File: config.mk
export PLATFORM = sky130hd
export DESIGN_NAME = go_back_n_packet_receiver
export DESIGN_NICKNAME = d
export VERILOG_FILES = /design/src/hdl/gbn_pkg.sv /design/src/hdl/go_back_n_packet_receiver.sv /design/src/hdl/gbn_in_reg.sv /design/src/hdl/gbn_csum.sv /design/src/hdl/gbn_ack.sv
export SDC_FILE = /design/constraint.sdc
export NUM_CORES = 1
export LEC_CHECK = 0
export BUFFER_PORTS_ARGS = -buffer_cell sky130_fd_sc_hd__buf_2
export CELL_PAD_IN_SITES_DETAIL_PLACEMENT = 1
export CELL_PAD_IN_SITES_GLOBAL_PLACEMENT = 2
export CORE_UTILIZATION = 38
export DETAILED_ROUTE_END_ITERATION = 7
export PLACE_DENSITY_LB_ADDON = 0.3
export REMOVE_ABC_BUFFERS = 1
export SYNTH_ARGS = -nofsm -noshare
export SYNTH_HDL_FRONTEND = slang
export SYNTH_SLANG_ARGS = --single-unit
File: constraint.sdc
create_clock -name clk -period 6.63 [get_ports clk]
set_clock_uncertainty 0.05 [all_clocks]
set_input_delay 0.663 -clock clk [delete_from_list [all_inputs] [get_ports clk]]
set_output_delay 0.663 -clock clk [all_outputs]
set_load 0.01 [all_outputs]
File: src/hdl/gbn_pkg.sv
// Shared types and constants for the Go-Back-N packet receiver.
// The register stage, the checksum unit, the acknowledgement unit and the top level use it.
// No dependencies.
`default_nettype none

package gbn_pkg;

  localparam int MAX_BYTES_DEF = 1024;

  localparam int BYTE_W = 8;
  localparam int SUM_W  = 16;
  localparam int SEQ_W  = 32;
  localparam int SIZE_W = 11;
  localparam int ID_W   = 32;

  typedef struct packed {
    logic [BYTE_W-1:0] data_byte;
    logic              byte_valid;
    logic              last_item;
    logic [SEQ_W-1:0]  seq_number;
    logic [SIZE_W-1:0] data_size;
    logic [SUM_W-1:0]  rx_checksum;
    logic [ID_W-1:0]   packet_id;
  } item_t;

endpackage

`default_nettype wire

File: src/hdl/go_back_n_packet_receiver.sv
// Go-Back-N packet receiver with Internet checksum, top level.
// A last item's acknowledgement passes the input register, then the result register.
// Throughput: one item per cycle; only a last item waits in the input register, and only
// while the previous acknowledgement is held by out_stall.
// Reset (rst, synchronous): clears the checksum state, the byte count, the
// expected sequence number and both valid flags. Depends on gbn_pkg and submodules.
`default_nettype none

module go_back_n_packet_receiver #(
  parameter int MAX_BYTES = gbn_pkg::MAX_BYTES_DEF
) (
  input  wire logic                     clk,
  input  wire logic                     rst,
  input  wire logic                     in_valid,
  output logic                          in_stall,
  input  wire logic [gbn_pkg::BYTE_W-1:0] data_byte,
  input  wire logic                     byte_valid,
  input  wire logic                     last_item,
  input  wire logic [gbn_pkg::SEQ_W-1:0]  seq_number,
  input  wire logic [gbn_pkg::SIZE_W-1:0] data_size,
  input  wire logic [gbn_pkg::SUM_W-1:0]  rx_checksum,
  input  wire logic [gbn_pkg::ID_W-1:0]   packet_id,
  output logic                          out_valid,
  input  wire logic                     out_stall,
  output logic [gbn_pkg::SEQ_W-1:0]     ack_number,
  output logic                          corrupt,
  output logic                          in_order,
  output logic [gbn_pkg::ID_W-1:0]      ack_packet_id
);
  import gbn_pkg::*;

  item_t            item_in;
  item_t            item;
  logic             item_valid;
  logic             load;
  logic             step;
  logic             out_free;
  logic [SUM_W-1:0] computed;

  assign item_in = '{data_byte:   data_byte,
                     byte_valid:  byte_valid,
                     last_item:   last_item,
                     seq_number:  seq_number,
                     data_size:   data_size,
                     rx_checksum: rx_checksum,
                     packet_id:   packet_id};

  // Items that close no packet never wait for the result register.
  assign out_free = !out_valid || !out_stall;
  assign step     = item_valid && (!item.last_item || out_free);
  assign in_stall = item_valid && !step;
  assign load     = in_valid && !in_stall;

  gbn_in_reg u_in_reg (
    .clk     (clk),
    .rst     (rst),
    .load    (load),
    .advance (step),
    .item_in (item_in),
    .valid   (item_valid),
    .item    (item)
  );

  gbn_csum #(.MAX_BYTES(MAX_BYTES)) u_csum (
    .clk      (clk),
    .rst      (rst),
    .step     (step),
    .item     (item),
    .computed (computed)
  );

  gbn_ack #(.MAX_BYTES(MAX_BYTES)) u_ack (
    .clk           (clk),
    .rst           (rst),
    .fire          (step && item.last_item),
    .item          (item),
    .computed      (computed),
    .out_stall     (out_stall),
    .out_valid     (out_valid),
    .ack_number    (ack_number),
    .corrupt       (corrupt),
    .in_order      (in_order),
    .ack_packet_id (ack_packet_id)
  );

endmodule

`default_nettype wire

File: src/hdl/gbn_in_reg.sv
// Input register stage of the Go-Back-N receiver: holds one accepted item.
// Depends on gbn_pkg.
`default_nettype none

module gbn_in_reg (
  input  wire logic          clk,
  input  wire logic          rst,
  input  wire logic          load,
  input  wire logic          advance,
  input  wire gbn_pkg::item_t item_in,
  output logic               valid,
  output gbn_pkg::item_t     item
);
  import gbn_pkg::*;

  always_ff @(posedge clk) begin
    if (rst) begin
      valid <= 1'b0;
    end else if (load) begin
      valid <= 1'b1;
    end else if (advance) begin
      valid <= 1'b0;
    end
  end

  always_ff @(posedge clk) begin
    if (load) begin
      item <= item_in;
    end
  end

endmodule

`default_nettype wire

File: src/hdl/gbn_csum.sv
// Checksum unit: pairs payload bytes into big-endian words and keeps the
// ones'-complement running sum and the per-packet byte count. Depends on gbn_pkg.
`default_nettype none

module gbn_csum #(
  parameter int MAX_BYTES = gbn_pkg::MAX_BYTES_DEF
) (
  input  wire logic                    clk,
  input  wire logic                    rst,
  input  wire logic                    step,
  input  wire gbn_pkg::item_t          item,
  output logic [gbn_pkg::SUM_W-1:0]    computed
);
  import gbn_pkg::*;

  localparam int CW = $clog2(MAX_BYTES + 1);

  logic [SUM_W-1:0]  running_sum;
  logic              low_half_next;
  logic [BYTE_W-1:0] held_high_byte;
  logic [CW-1:0]     byte_count;

  logic              take;
  logic [SUM_W-1:0]  word;
  logic [SUM_W:0]    raw_sum;
  logic [SUM_W-1:0]  new_sum;

  // One adder serves both the pairing of a completed word and the padding
  // of an odd byte at the end of a packet.
  always_comb begin
    take = item.byte_valid && (byte_count < CW'(MAX_BYTES));
    if (low_half_next) begin
      word = {held_high_byte, (take ? item.data_byte : {BYTE_W{1'b0}})};
    end else if (take && item.last_item) begin
      word = {item.data_byte, {BYTE_W{1'b0}}};
    end else begin
      word = '0;
    end
    raw_sum  = {1'b0, running_sum} + {1'b0, word};
    new_sum  = raw_sum[SUM_W-1:0] + SUM_W'(raw_sum[SUM_W]);
    computed = ~new_sum;
  end

  always_ff @(posedge clk) begin
    if (rst) begin
      running_sum    <= '0;
      low_half_next  <= 1'b0;
      held_high_byte <= '0;
      byte_count     <= '0;
    end else if (step) begin
      if (item.last_item) begin
        running_sum    <= '0;
        low_half_next  <= 1'b0;
        held_high_byte <= '0;
        byte_count     <= '0;
      end else if (take) begin
        byte_count <= CW'(byte_count + 1'b1);
        if (low_half_next) begin
          running_sum    <= new_sum;
          low_half_next  <= 1'b0;
          held_high_byte <= '0;
        end else begin
          held_high_byte <= item.data_byte;
          low_half_next  <= 1'b1;
        end
      end
    end
  end

endmodule

`default_nettype wire

File: src/hdl/gbn_ack.sv
// Acknowledgement unit: checks the checksum, tracks the expected sequence
// number and holds the result register. Depends on gbn_pkg.
`default_nettype none

module gbn_ack #(
  parameter int MAX_BYTES = gbn_pkg::MAX_BYTES_DEF
) (
  input  wire logic                  clk,
  input  wire logic                  rst,
  input  wire logic                  fire,
  input  wire gbn_pkg::item_t        item,
  input  wire logic [gbn_pkg::SUM_W-1:0] computed,
  input  wire logic                  out_stall,
  output logic                       out_valid,
  output logic [gbn_pkg::SEQ_W-1:0]  ack_number,
  output logic                       corrupt,
  output logic                       in_order,
  output logic [gbn_pkg::ID_W-1:0]   ack_packet_id
);
  import gbn_pkg::*;

  localparam int EW = 17;

  logic [SEQ_W-1:0] expected_seq;
  logic [SEQ_W-1:0] expected_seq_next;
  logic [EW-1:0]    size_ext;
  logic [EW-1:0]    size_sat;
  logic             bad;
  logic             match;

  always_comb begin
    size_ext = EW'(item.data_size);
    size_sat = (size_ext > EW'(MAX_BYTES)) ? EW'(MAX_BYTES) : size_ext;
    bad      = computed != item.rx_checksum;
    match    = !bad && (item.seq_number == expected_seq);
    expected_seq_next = match ? SEQ_W'(expected_seq + SEQ_W'(size_sat)) : expected_seq;
  end

  always_ff @(posedge clk) begin
    if (rst) begin
      out_valid    <= 1'b0;
      expected_seq <= '0;
    end else if (fire) begin
      out_valid    <= 1'b1;
      expected_seq <= expected_seq_next;
    end else if (!out_stall) begin
      out_valid <= 1'b0;
    end
  end

  always_ff @(posedge clk) begin
    if (fire) begin
      ack_number    <= expected_seq_next;
      corrupt       <= bad;
      in_order      <= match;
      ack_packet_id <= item.packet_id;
    end
  end

endmodule

`default_nettype wire

# Yosys cells after proc, flatten, opt, wreduce, memory -nomap -nowiden
# Index checks and enable logic that the tools add are counted.
[op_classes] add_sub_neg=4 multipliers=0 div_mod_pow=0 order_cmp=2 eq_ne=3 n_shift=0 muxes=20 n_bitwise=1 n_reduce_logical=20
[ops] op="2-to-1 mux 16 bit" count=5
[ops] op="2-to-1 mux 11 bit" count=3
[ops] op="adder 32 x 17 -> 32 bit" count=1
[ops] op="equality test 32 bit" count=1
[ops] op="2-to-1 mux 32 bit" count=1
[ops] op="2-to-1 mux 8 bit" count=4
[ops] op="adder 16 x 16 -> 17 bit" count=1
[ops] op="adder 16 x 1 -> 16 bit" count=1
[ops] op="!= test 16 bit" count=1
[ops] op="NOT 16 bit" count=1
[ops] op="adder 11 x 1 -> 11 bit (second input constant)" count=1
[ops] op="greater-than comparator 11 bit (second input constant)" count=1
[ops] op="< comparator 11 bit (second input constant)" count=1
[ops] op="logical AND 1 bit" count=7
[ops] op="2-to-1 mux 1 bit" count=7
[ops] op="logical NOT 1 bit" count=6
[ops] op="nonzero test 2 bit" count=3
[ops] op="AND reduction 3 bit" count=1
[ops] op="logical OR 1 bit" count=2
[ops] op="!= test 2 x 1 -> 1 bit (second input constant)" count=1
[ops] op="AND reduction 2 bit" count=1
[word_totals] ff_bits=237 latchBits=0 ramBits=0 romBits=0 n_memories=0

# Depth between registers and ports, before layout
[depth] word_depth=12 depth_mapped=29 mapped_depth_nobuf=25

# Modules after synthesis
# Synthesis repeated with hierarchy kept, for this count alone.
[unflattened] hier_cells=919 hier_area_um2=11130.7
[modules_own_cells] module="gbn_ack" n_inst=1 cells_each=461 area_per_inst_um2=5205.0 seq_area_each_um2=2642.5
[modules_own_cells] module="gbn_in_reg" n_inst=1 cells_each=105 area_per_inst_um2=3071.7 seq_area_each_um2=3052.9
[modules_own_cells] module="gbn_csum" n_inst=1 cells_each=347 area_per_inst_um2=2815.2 seq_area_each_um2=720.7
[modules_own_cells] module="go_back_n_packet_receiver" n_inst=1 cells_each=6 area_per_inst_um2=38.8 seq_area_each_um2=0.0

# Worst setup path before layout
# Ideal clock, no wire load.
[synth_path] path_kind="input port to flip-flop" startpoint="input out_stall" endpoint="register u_in_reg.item[0] (netlist name)" setup_time_ns=0.573 t_arrival_ns=5.329 path_slack_ns=0.678 path_stages=3 path_buffers=0 cell_sequence="nand2_1 nor2_1 nor2b_1"
[synth_via] elab_chain_len=8
[synth_rtl] item="start, declared" line_no="go_back_n_packet_receiver.sv:24" text="input wire logic out_stall,"
[synth_rtl] item="logical NOT 1 bit"
[synth_rtl] item="logical OR 1 bit" line_no="go_back_n_packet_receiver.sv:49" text="assign out_free = !out_valid || !out_stall;"
[synth_rtl] item="logical OR 1 bit" line_no="go_back_n_packet_receiver.sv:50" text="assign step = item_valid && (!item.last_item || out_free);"
[synth_rtl] item="logical AND 1 bit" line_no="go_back_n_packet_receiver.sv:50"
[synth_rtl] item="logical NOT 1 bit" line_no="go_back_n_packet_receiver.sv:51" text="assign in_stall = item_valid && !step;"
[synth_rtl] item="logical AND 1 bit" line_no="go_back_n_packet_receiver.sv:51"
[synth_rtl] item="via in_stall" line_no="go_back_n_packet_receiver.sv:15" text="output logic in_stall,"
[synth_rtl] item="logical NOT 1 bit" line_no="go_back_n_packet_receiver.sv:52" text="assign load = in_valid && !in_stall;"
[synth_rtl] item="logical AND 1 bit" line_no="go_back_n_packet_receiver.sv:52"
[synth_rtl] item="via load" line_no="go_back_n_packet_receiver.sv:35" text="logic load;"
# The timed path passes the listed nets, and every way through them passes these cells.
# A chain may end at the register's enable or synchronous reset.

# Worst setup path after layout
[layout_path] startpoint="register u_in_reg.item[92] (netlist name)" endpoint="register u_ack.expected_seq[29]"
[layout_via] elab_chain_len=11 elab_cells_between_ends=12 cone_classes="2 x add/sub; 1 x eq/ne; 4 x mux; 1 x bitwise; 4 x reduce/logical"
[layout_rtl] item="logical AND 1 bit *" line_no="gbn_csum.sv:31" text="take = item.byte_valid && (byte_count < CW'(MAX_BYTES));"
[layout_rtl] item="logical AND 1 bit" line_no="gbn_csum.sv:34" text="end else if (take && item.last_item) begin"
[layout_rtl] item="2-to-1 mux 16 bit" line_no="gbn_csum.sv:34"
[layout_rtl] item="2-to-1 mux 16 bit *" line_no="gbn_csum.sv:32" text="if (low_half_next) begin"
[layout_rtl] item="adder 16 x 16 -> 17 bit *" line_no="gbn_csum.sv:39" text="raw_sum = {1'b0, running_sum} + {1'b0, word};"
[layout_rtl] item="adder 16 x 1 -> 16 bit *" line_no="gbn_csum.sv:40" text="new_sum = raw_sum[SUM_W-1:0] + SUM_W'(raw_sum[SUM_W]);"
[layout_rtl] item="NOT 16 bit *" line_no="gbn_csum.sv:41" text="computed = ~new_sum;"
[layout_rtl] item="!= test 16 bit *" line_no="gbn_ack.sv:34" text="bad = computed != item.rx_checksum;"
[layout_rtl] item="logical NOT 1 bit *" line_no="gbn_ack.sv:35" text="match = !bad && (item.seq_number == expected_seq);"
[layout_rtl] item="logical AND 1 bit *" line_no="gbn_ack.sv:35"
[layout_rtl] item="2-to-1 mux 32 bit *" line_no="gbn_ack.sv:36" text="expected_seq_next = match ? SEQ_W'(expected_seq + SEQ_W'(size_sat)) : expected_seq;"
[layout_rtl] item="end signal, assigned" line_no="gbn_ack.sv:45" text="expected_seq <= expected_seq_next;"
[layout_rtl] item="end, declared" line_no="gbn_ack.sv:24" text="logic [SEQ_W-1:0] expected_seq;"
# Mark *: on every way between the ends. The rest lies on a longest branch, timed or not.

==> out/metrics.cfg <==
[clock_tree]
cts-root-buf = clkbuf_16
hold_buffers = 0
clk_latency_ns = 0.54
clockBufferDepth = 3
cts_tree = built
post_cts_buffers = 0
cts_sinks = 237
cts_buffers = 27
clk_pin_slew_ns = 0.06
htreeDepth = 1
cts_resized = 0

[finish]
drive_above_1_share = 0.241
nets = 1202
antennaDiodeCount = 0
fin_util = 0.467
area_growth_syn_to_layout_pct = 19.9
fillers = 3035
stdcell_count = 1461
stdcell_area_um2 = 13100

[yosys]
yosys.area_share.simple = 0.137
muxShareOfSynthArea = 0.0254
synth_xor_area_frac = 0.0923
synth-async-reset-ratio = 0
synth_top_family_by_area = simple AND/OR/NAND/NOR gates
yosysUniqueCellTypes = 71
yosys.area.top_type = edfxtp_1
synth_seq_cells = 237
yosysTopAreaCellShare = 0.459
synth_common_cells = edfxtp_1 (167), dfxtp_1 (70), xor2_1 (70)
yosys_warnings = 0
yosys_most_used_dff = edfxtp_1
synth_edf_count = 167
ys_top_cells_by_area = edfxtp_1 (46%), dfxtp_1 (13%), xor2_1 (5.6%)
synthesis.area_um2 = 10900
synth_adder_area_share = 0.0415
ys_seq_area_frac = 0.587
synthCells = 885
yosysMostFrequentCell = edfxtp_1
synth_compound_area_frac = 0.0973
postSynthAreaPerCell_um2 = 12.3

[sta]
fmax_ghz = 0.162
setup_violations = 0
final-hold-violation-count = 0
finalSetupTns_ns = 0
rsz0062_at_grt = no
period_share = 0.932
timing.final.crit_period_ns = 6.18
slew_headroom = 0.250
slew_violations = 0
worst_pin_slew_ns = 1.12

[power]
clkPwrFrac = 0.444
ir_worst_vdd_mv = 0.173
pwr_density_cell_nw_per_um2 = 252
p_leak_nw = 5.31
swShare = 0.220
p_int_mw = 2.57
combPwrFrac = 0.052
finalPower_mw = 3.30
p_seq_frac = 0.504
switchingPower_uw = 728

[route]
wirelength_um = 27400
num_vias = 7517
drt_iter0_drc = 365
routedWlPerCell_um = 18.8
drt-pass1-iter-count = 5
drc_errors = 0
via_per_inst = 5.15
ant_nets = 0

[floorplanning]
fp-row-count = 61
ios = 173
core-area_um2 = 28000
start_util = 0.390
dieArea_um2 = 29400
dieHeight_um = 172
die_w_um = 172

[critical_path]
cpMaxStageDelayCell = ha_1
crit_chain = and3b_2 > and2_1 > ha_1 > o211a_1 > a21boi_1 > o211ai_1 > nand2b_1 > nand3_1 > a21boi_0 > o21ai_0 > nand2b_1 > ha_1 > ha_1 > nand2_1 > nor2_1 > and3_1 > or3b_1 > xor2_1 > or4_1 > a211oi_2 > nand4b_1 > buf_4 > nor4_2 > mux2_1
crit_fanout = 39
path_common_cell = ha_1
critical_path_class = flip-flop to flip-flop
cp_top_family = simple AND/OR/NAND/NOR gates
cp-end-kind = flip-flop
worst_ep_arrival_time_ns = 6.55
slowest_delay_ns = 0.54
worst-path-buf-inv = 1
cp-start-kind = flip-flop
worstPathRequired_ns = 7.00

[global_route]
globalRouteTotalUtil = 0.186
grt_max_degree = 67
grt_first_pass_wirelength_um = 42100
grt_pass1_vias = 7646
overflow = 0
antenna_found_initial = 0

[placed_design]
io_buffers = 172
place_area_um2 = 12200
gp_congestion = 0.802
dp.cells = 1411
dpl.hpwl_um = 19300

[flow_run]
cap_violations = 0

[status]
status = complete, no violations

[hold_path]
hold_class = primary input to flip-flop

==> area by class of cell <==
class                      count  area, um^2  area share
clock inverter                21         184      0.0140
multi-input combinational    596        4330       0.331
tap                          378         473      0.0361
clock buffer                  29         683      0.0522
timing repair buffer         182         936      0.0715
sequential                   237        6420       0.490
inverter                      18        67.6     0.00516
==> sequential cells by signal, summed over array words and instances, names as in the netlist <==
| register | count |
|---|---|
| u_ack.ack_number | 32 |
| u_ack.ack_packet_id | 32 |
| u_ack.corrupt | 1 |
| u_ack.expected_seq | 32 |
| u_ack.in_order | 1 |
| u_ack.out_valid | 1 |
| u_csum.byte_count | 11 |
| u_csum.held_high_byte | 8 |
| u_csum.low_half_next | 1 |
| u_csum.running_sum | 16 |
| u_in_reg.item | 101 |
| u_in_reg.valid | 1 |
==> power groups by stage <==
stage | Clock, mW | Combinational [mW] | Sequential [mW]
2_1_floorplan | 0 | 0.0808 | 1.70
3_3_place_gp | 0 | 0.169 | 1.69
3_5_place_dp | 0 | 0.172 | 1.70
4_1_cts | 1.51 | 0.173 | 1.67
5_1_grt | 1.56 | 0.188 | 1.67
6_report | 1.47 | 0.171 | 1.66
==> layout by cell type (no fill, tap or decap), types with 11 or more instances in the layout <==
master / netlist / layout
buf_2: 7 / 172
edfxtp_1: 167 / 167
xor2_1: 70 / 70
dfxtp_1: 70 / 70
nor2_1: 60 / 60
nand2_1: 48 / 48
a21oi_1: 42 / 42
ha_1: 33 / 33
o21ai_0: 29 / 28
clkbuf_16: 0 / 27
xnor2_1: 25 / 25
nor3_1: 23 / 22
nand3_1: 18 / 18
inv_1: 18 / 17
and3_1: 16 / 16
and2_1: 15 / 15
nor2b_1: 15 / 14
a22o_1: 14 / 14
or4_1: 13 / 13
mux2i_1: 12 / 12
nor4_1: 15 / 12
mux2_2: 11 / 11
or3_1: 11 / 11
clkinv_2: 0 / 11
==> stage by stage <==
| step | setup slack (ns) | hold slack, ns |
|---|---|---|
| floorplan | 0.468 | 0.350 |
| global placement | 0.508 | 0.350 |
| detailed placement | 0.321 | 0.355 |
| CTS | 0.290 | 0.217 |
| global route | 0.00242 | 0.223 |
| finish | 0.453 | 0.242 |
==> routing by layer <==
layer / vias up / wire length (um) / track usage
met4: 0 / 562 / 0.0450
met5: - / 0 / 0
met3: 37 / 1030 / 0.0253
met2: 140 / 13100 / 0.310
met1: 3696 / 12700 / 0.254
li1: 3644 / - / -
==> final timing paths <==
check / from / to / slack (ns) / cells after the start
min: packet_id[29] / u_in_reg.item[29] / 0.24 / 1
min reg2reg: u_in_reg.item[18] / u_ack.ack_packet_id[18] / 0.37 / 0
max reg2reg: u_in_reg.item[92] / u_ack.expected_seq[29] / 0.45 / 24
max: u_in_reg.item[92] / u_ack.expected_seq[29] / 0.45 / 24
==> cells by family (layout without fill, tap and decap cells) <==
family	Yosys count	count (layout)
XOR/XNOR	103	103
AND/OR/NAND/NOR	279	279
buffers and inverters	52	250
adder cells (fa/ha/maj)	35	35
multiplexers	26	26
flip-flops	237	237
AO/OA/AOI/OAI	153	153
(Power assumes the default switching activity.)
